$ cat src/rtl/mm4_pkg.sv
// Shared types and constants of the fixed-point matrix multiplier.
`default_nettype none
package mm4_pkg;

  localparam int unsigned ROW_W = 2;
  localparam int unsigned COL_W = 2;
  localparam int unsigned VAL_W = 32;

  // Request payload, lowest field first: row, col, value, write enable, start.
  typedef struct packed {
    logic             start;
    logic             wr_en;
    logic [VAL_W-1:0] value;
    logic [COL_W-1:0] col;
    logic [ROW_W-1:0] row;
  } in_data_t;

  // Result payload, lowest field first: row, col, value.
  typedef struct packed {
    logic [VAL_W-1:0] value;
    logic [COL_W-1:0] col;
    logic [ROW_W-1:0] row;
  } out_data_t;

  localparam int unsigned IN_FIELDS_W  = $bits(in_data_t);
  localparam int unsigned OUT_FIELDS_W = $bits(out_data_t);
  localparam int unsigned IN_TDATA_W   = ((IN_FIELDS_W + 7) / 8) * 8;
  localparam int unsigned OUT_TDATA_W  = ((OUT_FIELDS_W + 7) / 8) * 8;
  localparam int unsigned START_BIT    = IN_FIELDS_W - 1;

  // Request target carried in tuser.
  localparam logic SEL_LEFT  = 1'b0;
  localparam logic SEL_RIGHT = 1'b1;

  localparam logic [VAL_W-1:0] VAL_MAX = 32'h7FFF_FFFF;
  localparam logic [VAL_W-1:0] VAL_MIN = 32'h8000_0000;

endpackage
`default_nettype wire

$ cat src/rtl/matrix_multiply_4x4.sv
// Top level of the fixed-point square matrix multiplier.
//
// Usage: requests enter on the s_axis channel. Each request may write one
// element (row, col, value) of the left (tuser = 0) or right (tuser = 1)
// matrix, and with the start flag set it then emits the whole product on the
// m_axis channel, DIM*DIM results in row-major order, tlast on the final one.
// Write-only requests are taken one per cycle. After a start request the
// block drops s_axis_tready until the final result sits in the output
// register. Results are made one at a time: DIM reads feeding one
// shared 32x32 multiplier and one accumulator, then the read, multiply
// and accumulate stages drain, and last the result is shifted, saturated
// and loaded into the output register.
// Values are signed fixed point with FRAC_BITS fraction bits; sums are kept
// exact, shifted right arithmetically and saturated to 32 bits.
// Reset clears both matrices to zero (per-entry valid flags) and empties the
// output register. When the receiver stalls, the result holds in the output
// register and the sequencer waits before loading the next one.
`default_nettype none
module matrix_multiply_4x4 #(
  parameter int unsigned DIM       = 4,
  parameter int unsigned FRAC_BITS = 16
) (
  input  wire logic                           clk_i,
  input  wire logic                           rst_ni,
  input  wire logic                           s_axis_tvalid,
  output logic                                s_axis_tready,
  // tdata: row[1:0], col[3:2], value[35:4], write_enable[36], start_req[37]
  input  wire logic [mm4_pkg::IN_TDATA_W-1:0] s_axis_tdata,
  // tuser: req_type[0]
  input  wire logic                           s_axis_tuser,
  output logic                                m_axis_tvalid,
  input  wire logic                           m_axis_tready,
  // tdata: out_row[1:0], out_col[3:2], out_value[35:4]
  output logic [mm4_pkg::OUT_TDATA_W-1:0]     m_axis_tdata,
  output logic                                m_axis_tlast
);

  import mm4_pkg::*;

  localparam int unsigned CELLS  = DIM * DIM;
  localparam int unsigned ADDR_W = $clog2(CELLS);
  localparam int unsigned IDX_W  = $clog2(DIM);
  localparam int unsigned PROD_W = 2 * VAL_W;
  localparam int unsigned ACC_W  = PROD_W + IDX_W;
  localparam logic [IDX_W-1:0] IDX_LAST = IDX_W'(DIM - 1);

  typedef enum logic [1:0] {
    ST_IDLE,
    ST_ISSUE,
    ST_DRAIN,
    ST_FINAL
  } state_e;

  state_e state_q;

  // Request decode and element writes.
  in_data_t          req;
  logic              req_fire;
  logic              wr_ok;
  logic              wr_left;
  logic              wr_right;
  logic [ADDR_W-1:0] wr_addr;

  assign req      = in_data_t'(s_axis_tdata[IN_FIELDS_W-1:0]);
  assign req_fire = s_axis_tvalid && s_axis_tready;
  assign wr_ok    = req_fire && req.wr_en &&
                    (32'(req.row) < 32'(DIM)) && (32'(req.col) < 32'(DIM));
  assign wr_left  = wr_ok && (s_axis_tuser == SEL_LEFT);
  assign wr_right = wr_ok && (s_axis_tuser == SEL_RIGHT);
  assign wr_addr  = ADDR_W'(req.row) * ADDR_W'(DIM) + ADDR_W'(req.col);

  // Entries never written read as zero.
  logic [CELLS-1:0] left_vld_q;
  logic [CELLS-1:0] right_vld_q;

  always_ff @(posedge clk_i or negedge rst_ni) begin
    if (!rst_ni) begin
      left_vld_q  <= '0;
      right_vld_q <= '0;
    end else begin
      if (wr_left) begin
        left_vld_q[wr_addr] <= 1'b1;
      end
      if (wr_right) begin
        right_vld_q[wr_addr] <= 1'b1;
      end
    end
  end

  // Sequencer counters: product row, product column, dot-product term.
  logic [IDX_W-1:0]  r_q;
  logic [IDX_W-1:0]  c_q;
  logic [IDX_W-1:0]  e_q;
  logic              issue;
  logic [ADDR_W-1:0] left_raddr;
  logic [ADDR_W-1:0] right_raddr;

  assign issue       = (state_q == ST_ISSUE);
  assign left_raddr  = ADDR_W'(r_q) * ADDR_W'(DIM) + ADDR_W'(e_q);
  assign right_raddr = ADDR_W'(e_q) * ADDR_W'(DIM) + ADDR_W'(c_q);

  logic [VAL_W-1:0] left_rdata;
  logic [VAL_W-1:0] right_rdata;

  mm4_ram #(
    .WIDTH (VAL_W),
    .DEPTH (CELLS)
  ) u_left_ram (
    .clk_i   (clk_i),
    .we_i    (wr_left),
    .waddr_i (wr_addr),
    .wdata_i (req.value),
    .re_i    (issue),
    .raddr_i (left_raddr),
    .rdata_o (left_rdata)
  );

  mm4_ram #(
    .WIDTH (VAL_W),
    .DEPTH (CELLS)
  ) u_right_ram (
    .clk_i   (clk_i),
    .we_i    (wr_right),
    .waddr_i (wr_addr),
    .wdata_i (req.value),
    .re_i    (issue),
    .raddr_i (right_raddr),
    .rdata_o (right_rdata)
  );

  // Read stage tags, product stage, accumulator.
  logic                     rd_vld_q, rd_first_q, rd_last_q;
  logic                     left_ok_q, right_ok_q;
  logic                     mul_vld_q, mul_first_q, mul_last_q;
  logic                     acc_done_q;
  logic signed [VAL_W-1:0]  left_op;
  logic signed [VAL_W-1:0]  right_op;
  logic signed [PROD_W-1:0] mul_q;
  logic signed [ACC_W-1:0]  mul_ext;
  logic signed [ACC_W-1:0]  acc_q;
  logic signed [ACC_W-1:0]  acc_d;

  assign left_op  = left_ok_q  ? $signed(left_rdata)  : '0;
  assign right_op = right_ok_q ? $signed(right_rdata) : '0;
  assign mul_ext  = ACC_W'(mul_q);
  assign acc_d    = mul_first_q ? mul_ext : acc_q + mul_ext;

  always_ff @(posedge clk_i or negedge rst_ni) begin
    if (!rst_ni) begin
      rd_vld_q    <= 1'b0;
      rd_first_q  <= 1'b0;
      rd_last_q   <= 1'b0;
      mul_vld_q   <= 1'b0;
      mul_first_q <= 1'b0;
      mul_last_q  <= 1'b0;
      acc_done_q  <= 1'b0;
    end else begin
      rd_vld_q    <= issue;
      rd_first_q  <= issue && (e_q == '0);
      rd_last_q   <= issue && (e_q == IDX_LAST);
      mul_vld_q   <= rd_vld_q;
      mul_first_q <= rd_first_q;
      mul_last_q  <= rd_last_q;
      acc_done_q  <= mul_vld_q && mul_last_q;
    end
  end

  always_ff @(posedge clk_i) begin
    if (issue) begin
      left_ok_q  <= left_vld_q[left_raddr];
      right_ok_q <= right_vld_q[right_raddr];
    end
    if (rd_vld_q) begin
      mul_q <= left_op * right_op;
    end
    if (mul_vld_q) begin
      acc_q <= acc_d;
    end
  end

  // Drop the fraction bits, then clamp to the 32-bit range.
  logic signed [ACC_W-1:0] acc_shifted;
  logic [ACC_W-VAL_W:0]    acc_high;
  logic                    acc_fits;
  logic [VAL_W-1:0]        sat_value;

  assign acc_shifted = acc_q >>> FRAC_BITS;
  assign acc_high    = acc_shifted[ACC_W-1:VAL_W-1];
  assign acc_fits    = (&acc_high) || !(|acc_high);
  assign sat_value   = acc_fits ? acc_shifted[VAL_W-1:0] :
                       (acc_shifted[ACC_W-1] ? VAL_MIN : VAL_MAX);

  // Sequencer and output register.
  out_data_t out_q;
  logic      out_vld_q;
  logic      out_last_q;
  logic      out_free;
  logic      load_out;
  logic      elem_last;

  assign out_free  = !out_vld_q || m_axis_tready;
  assign load_out  = (state_q == ST_FINAL) && out_free;
  assign elem_last = (r_q == IDX_LAST) && (c_q == IDX_LAST);

  always_ff @(posedge clk_i or negedge rst_ni) begin
    if (!rst_ni) begin
      state_q    <= ST_IDLE;
      r_q        <= '0;
      c_q        <= '0;
      e_q        <= '0;
      out_vld_q  <= 1'b0;
      out_last_q <= 1'b0;
      out_q      <= '0;
    end else begin
      // Load a new result, or drop the one the receiver just took.
      if (load_out) begin
        out_vld_q <= 1'b1;
      end else if (m_axis_tready) begin
        out_vld_q <= 1'b0;
      end
      case (state_q)
        ST_IDLE: begin
          if (req_fire && req.start) begin
            r_q     <= '0;
            c_q     <= '0;
            e_q     <= '0;
            state_q <= ST_ISSUE;
          end
        end
        ST_ISSUE: begin
          if (e_q == IDX_LAST) begin
            e_q     <= '0;
            state_q <= ST_DRAIN;
          end else begin
            e_q <= e_q + 1'b1;
          end
        end
        ST_DRAIN: begin
          if (acc_done_q) begin
            state_q <= ST_FINAL;
          end
        end
        ST_FINAL: begin
          if (out_free) begin
            out_q.row   <= ROW_W'(r_q);
            out_q.col   <= COL_W'(c_q);
            out_q.value <= sat_value;
            out_last_q  <= elem_last;
            if (elem_last) begin
              state_q <= ST_IDLE;
            end else begin
              // Advance row-major to the next product element.
              if (c_q == IDX_LAST) begin
                c_q <= '0;
                r_q <= r_q + 1'b1;
              end else begin
                c_q <= c_q + 1'b1;
              end
              state_q <= ST_ISSUE;
            end
          end
        end
        default: begin
          state_q <= ST_IDLE;
        end
      endcase
    end
  end

  assign s_axis_tready = (state_q == ST_IDLE);
  assign m_axis_tvalid = out_vld_q;
  assign m_axis_tdata  = OUT_TDATA_W'(out_q);
  assign m_axis_tlast  = out_last_q;

endmodule
`default_nettype wire

$ cat src/rtl/mm4_ram.sv
// Generic single-write, single-read RAM with registered read data.
`default_nettype none
module mm4_ram #(
  parameter int unsigned WIDTH = 32,
  parameter int unsigned DEPTH = 16
) (
  input  wire logic                     clk_i,
  input  wire logic                     we_i,
  input  wire logic [$clog2(DEPTH)-1:0] waddr_i,
  input  wire logic [WIDTH-1:0]         wdata_i,
  input  wire logic                     re_i,
  input  wire logic [$clog2(DEPTH)-1:0] raddr_i,
  output logic      [WIDTH-1:0]         rdata_o
);

  logic [WIDTH-1:0] mem_q [DEPTH];

  always_ff @(posedge clk_i) begin
    if (we_i) begin
      mem_q[waddr_i] <= wdata_i;
    end
    if (re_i) begin
      rdata_o <= mem_q[raddr_i];
    end
  end

endmodule
`default_nettype wire

$ cat config.mk
export PLATFORM = sky130hd
export DESIGN_NAME = matrix_multiply_4x4
export DESIGN_NICKNAME = d
export VERILOG_FILES = /design/src/rtl/mm4_pkg.sv /design/src/rtl/matrix_multiply_4x4.sv /design/src/rtl/mm4_ram.sv
export SDC_FILE = /design/constraint.sdc
export NUM_CORES = 2
export LEC_CHECK = 0
export BUFFER_PORTS_ARGS = -buffer_cell sky130_fd_sc_hd__buf_2
export CAP_MARGIN = 20
export CORE_MARGIN = 1
export CORE_UTILIZATION = 60
export DETAILED_ROUTE_END_ITERATION = 8
export PLACE_DENSITY = 0.75
export SLEW_MARGIN = 20
export SYNTH_ARGS = -nofsm -noshare
export SYNTH_HDL_FRONTEND = slang
export SYNTH_SLANG_ARGS = --single-unit
$ cat constraint.sdc
create_clock -name clk_i -period 11.17 [get_ports clk_i]
set_clock_uncertainty 0.15 [all_clocks]
set_input_delay 2.234 -clock clk_i [delete_from_list [all_inputs] [get_ports clk_i]]
set_output_delay 2.234 -clock clk_i [all_outputs]
set_load 0.01 [all_outputs]
# Word-level counts from Yosys, hierarchy flattened
# Memories as Yosys holds them, arrays and structs flattened. A register that Yosys moved wholly into a read port is not among the register bits.
# Index checks and enable logic that the tools add are counted.
# totals
latchBits,0
mem_bits_rw,1024
romBits,0
ff_bits,217
mem_count,2
wordCells,112
input_bits,45
# op_classes
reduce_logical,27
mul,1
n_shift,0
muxes,34
addsub,7
order_cmp,4
n_bitwise,3
n_eq_ne,12
div_mod_pow,0
# memory_table
memory,depth,word_bits,rd,rd_clocked_by_memory_dff,write_ports,line,rtl
u_left_ram.mem_q,16,32,1,1,1,mm4_ram.sv:16,logic [WIDTH-1:0] mem_q [DEPTH];
u_right_ram.mem_q,16,32,1,1,1,mm4_ram.sv:16,
# ops
op,n
$mux W32,4
$add A66 B64 Y66,1
$mux W66,1
$mul A32 B32 Y64,1
$or A16 B16 Y16,2
$mux W2,12
$reduce_and A19 Y1,1
$reduce_or A19 Y1,1
$lt A4 B5 Y1 const B,3
$add A4 B2 Y4,3
$pmux W2 S2,3
$logic_and A1 B1 Y1,11
$eq A2 B2 Y1 const B,5
$mux W1,10
$bmux W1 S4,2
$pmux W2 S4,1
$reduce_and A4 Y1,2
$add A2 B1 Y2 const B,3
$ne A2 B1 Y1 const B,3
$ne A2 B2 Y1 const B,3
$reduce_bool A2 Y1,3
$reduce_and A5 Y1,1
$demux W1 S4,1
$ge A4 B1 Y1 const B,1
6 further kinds,10

# Longest topological paths before layout
# depth
depth_word,6
mapped_depth,32
depth_no_buf,28

# By module
# Synthesis repeated with hierarchy kept, for this count alone.
# hier_totals
cells_unflattened,6902
area_unflattened_um2,88212.1
# by_module_without_submodules
mod,n_inst,area_each_um2,cells_each
matrix_multiply_4x4,1,47882.2,5226
mm4_ram at u_right_ram,1,20174.3,838
mm4_ram at u_left_ram,1,20155.6,838

# Worst setup path before layout
# OpenSTA, ideal clock, no wires.
# synth_path
path_kind,flip-flop to flip-flop
start,reg right_ok_q
end,reg mul_q[61] (data pin)
t_required_ns,10.758
path_stages_with_launch,29
path_slack_ns,2.610
setup_ns,0.262
arrival_time_ns,8.148
cell_sequence,edfxtp_1 > clkbuf_1 > clkbuf_1 > clkbuf_1 > buf_1 > nand2_1 > nor2_1 > fa_1 > fa_1 > fa_1 > fa_1 > inv_1 > fa_1 > inv_1 > fa_1 > inv_1 > fa_1 > inv_1 > fa_1 > ha_1 > a21o_1 > a21o_1 > a21o_1 > a21o_1 > a21o_1 > nor3_1 > nand2b_1 > a21oi_1 > nor4_1
# synth_via
elab_chain_cells,2
# synth_lines
element,line,rtl
from (decl),matrix_multiply_4x4.sv:133,"logic left_ok_q, right_ok_q;"
from (signal assigned),matrix_multiply_4x4.sv:171,right_ok_q <= right_vld_q[right_raddr];
$mux W32,matrix_multiply_4x4.sv:144,assign right_op = right_ok_q ? $signed(right_rdata) : '0;
$mul A32 B32 Y64,matrix_multiply_4x4.sv:174,mul_q <= left_op * right_op;
to (signal assigned),matrix_multiply_4x4.sv:174,
to (decl),matrix_multiply_4x4.sv:138,logic signed [PROD_W-1:0] mul_q;
# Every way passes these cells.
# A chain may end at the register's enable or synchronous reset.

# Final worst setup path
# layout_path
start,reg right_ok_q
end,reg mul_q[62] (data pin)
# Same word-level chain as after synthesis.

==> impl_metrics.csv <==
group,metric,value,unit
cts,cts_tree,"built",
detailed_routing,drt-pass1-iter-count,6,
global_routing,use_met2,52.1,%
setup_path,cp.arrival,10.10,ns
cts,postCtsSetupBuffers,0,
cts,cts.sinks,1305,
global_routing,first_global_vias,58085,
outcome,violations,"antenna rules",
worst_hold_path,hold_path_end,"mul_last_q",
setup_path,slowest_stage,"and2_1",
detailed_routing,ant_nets,1,
timing,fin_crit,9.74,ns
yosys,synth_warnings,0,
place,dp.cells,8499,
finish,layout.cells.non_filler,8746,
detailed_routing,wl,234000,um
place,portBuffers,81,
worst_hold_path,hp-start,"rd_last_q",
timing,fmax,103,MHz
cts,h-tree-depth,4,
setup_path,crit_top_cell,"fa_1",
cts,clockBufferDepth,3,
global_routing,antenna_found_initial,14,
yosys,synthesis.area,88200,sq um
yosys,ys_seq_area_share,43.9,%
setup_path,cp_slowest_stage_delay,0.82,ns
floorplanning,die_w,385,um
timing,worstMarginPinSlew,1.23,ns
cts,cts_buffers,131,
global_routing,grt-busiest-layer,"met2",
yosys,synthMostInstantiatedCell,"edfxtp_1",
yosys,synth_xor_area_share,1.29,%
finish,drive_gt1_share,12.6,%
setup_path,cp-end-kind,"flip-flop",
global_routing,grt_util_met1,42.6,%
finish,final_cell_area,95400,sq um
floorplanning,ios,88,
cts,cts.clk_slew.worst_paths,0.06,ns
setup_path,worst_ep_required_time,11.53,ns
yosys,synth_compound_area_share,4.31,%
floorplanning,core_area,146000,sq um
yosys,synthSimpleGateAreaFrac,7.91,%
timing,max_slew_margin,18.3,%
cts,clk_latency,0.80,ns
cts,root_buffer,"clkbuf_16",
place,dpl_cell_area,90900,sq um
setup_path,r2r_end,"mul_q[62]",
worst_hold_path,hold_depth,0,
finish,area_growth,8.17,%
setup_path,critPathLaunchType,"flip-flop",
place,routabilityCongestion,1.01,
yosys,synth_edf_count,1220,
run,max_cap_viol_count,0,
yosys,synth_top_family_by_area,"adder cells",
global_routing,grt_pass1_wl,355000,um
global_routing,grt-ovfl-total,0,
yosys,post_synth_mux_area_share,8.52,%
detailed_routing,vias,54054,
setup_path,ff2ff_setup_slack,1.43,ns
yosys,synth_cells,6716,
place,hpwl,159000,um
yosys,synth_common_cells,"1220 x edfxtp_1, 1083 x fa_1, 994 x inv_1",
floorplanning,start_util,60.5,%
timing,fin_tns_setup,0,ns
detailed_routing,avgRoutedWirePerCell,26.8,um
timing,slew_viol_final,0,
yosys,syn_avg_cell_area,13.1,sq um
floorplanning,rows,140,
global_routing,grt_max_degree,74,
detailed_routing,drc_errors,0,
timing,setup_viol,0,
yosys,synth-seq-cells,1305,
floorplanning,die-area,149000,sq um
timing,period_share,87.2,%
yosys,ys_async_sr_fraction,6.51,%
global_routing,globalRouteMet3Util,9.32,%
setup_path,reg2reg_depth,25,
worst_hold_path,hp-class,"flip-flop to flip-flop",
yosys,dominantRegCellSynth,"edfxtp_1",
timing,hold_violations,0,
yosys,synth_top_area_cell,"edfxtp_1",
setup_path,cp_max_fo,62,
timing,timing.hold.ws,0.233,ns
setup_path,crit_family,"adder cells",
yosys,synthAdderAreaFrac,28.2,%
finish,nets,8100,
yosys,synthTopCellsByArea,"edfxtp_1 42%, fa_1 25%, mux4_2 8.4%",
detailed_routing,drt_iter0_markers,5631,
detailed_routing,avgViaCountPerCell,6.18,
setup_path,worst-path-buf-inv,4,
setup_path,critPathKind,"flip-flop to flip-flop",
setup_path,reg2reg_from,"right_ok_q",
cts,ctsResizeCount,0,
outcome,outcome,"finished with violations",
cts,hold_buffers,0,
global_routing,grt.total_usage,32.7,%
yosys,ys_types,93,
floorplanning,fp.dieH,385,um
yosys,synth_top_area_share,41.5,%
timing,rsz0062_at_grt,"false",
-- placed cells by master (no fill, tap or decap), types with 92 or more instances in the layout --
cell	n
a21o_1	92
a21oi_1	166
buf_4	134
clkbuf_16	132
edfxtp_1	1220
fa_1	1083
ha_1	256
inv_1	994
mux4_2	330
nand2_1	724
nor2_1	621
o21ai_0	134
-- how the worst max path moves through the flow --
stage	start	endpoint	slack, ns	cells past startpoint
6_report	right_ok_q	mul_q[62]	1.43	25
3_5_place_dp	right_ok_q	mul_q[61]	1.52	23
4_1_cts	right_ok_q	mul_q[61]	1.53	23
2_1_floorplan	right_ok_q	mul_q[61]	2.61	28
3_3_place_gp	right_ok_q	mul_q[61]	1.66	23
5_1_grt	right_ok_q	mul_q[61]	1.01	23
-- metal layers --
| metal | part of all wire [%] | up-vias |
|---|---|---|
| met3 | 12 | 656 |
| met5 | 0.016 | - |
| met4 | 4.6 | 6 |
| met2 | 47 | 3201 |
| met1 | 37 | 27749 |
| li1 | - | 22442 |
-- cells by family (layout without fill, tap and decap cells) --
| logic type | count (synthesis) | in the layout |
|---|---|---|
| simple gates | 1669 | 1669 |
| buf+inv | 1349 | 1450 |
| fa+ha+maj | 1340 | 1340 |
| flops | 1305 | 1305 |
| compound gates | 585 | 585 |
| mux | 337 | 337 |
| xor+xnor | 130 | 130 |
| other cells | 1 | 13 |
-- cell type report --
cell class,instances,area (sq um)
tap,1917,2400
inverter,997,3740
antenna,9,22.5
clock buffer,163,3460
timing repair buffer,215,1430
fill,10236,50300
clock inverter,75,978
sequential,1305,38800
multi-input combinational,4065,44600
-- state kept, by name (all words and copies together) (netlist names), 2 cells and up --
register and flops:
m_axis_tdata 36, mul_q 64, c_q 2, u_right_ram.mem_q 512, left_vld_q 16, u_left_ram.rdata_o 32, right_vld_q 16, state_q 2
acc_q 66, u_right_ram.rdata_o 32, e_q 2, u_left_ram.mem_q 512, r_q 2
-- metrics by stage --
step / utilization, % / setup slack (ns)
2_1_floorplan: - / 2.61
6_report: 65.5 / 1.43
4_1_cts: 65.4 / 1.53
3_5_place_dp: 62.4 / 1.52
5_1_grt: 65.5 / 1.01
3_3_place_gp: 62.4 / 1.66
Power is left out: the tool's default activity adds up to more than one toggle a clock period on the data nets, which glitch-free logic cannot reach.
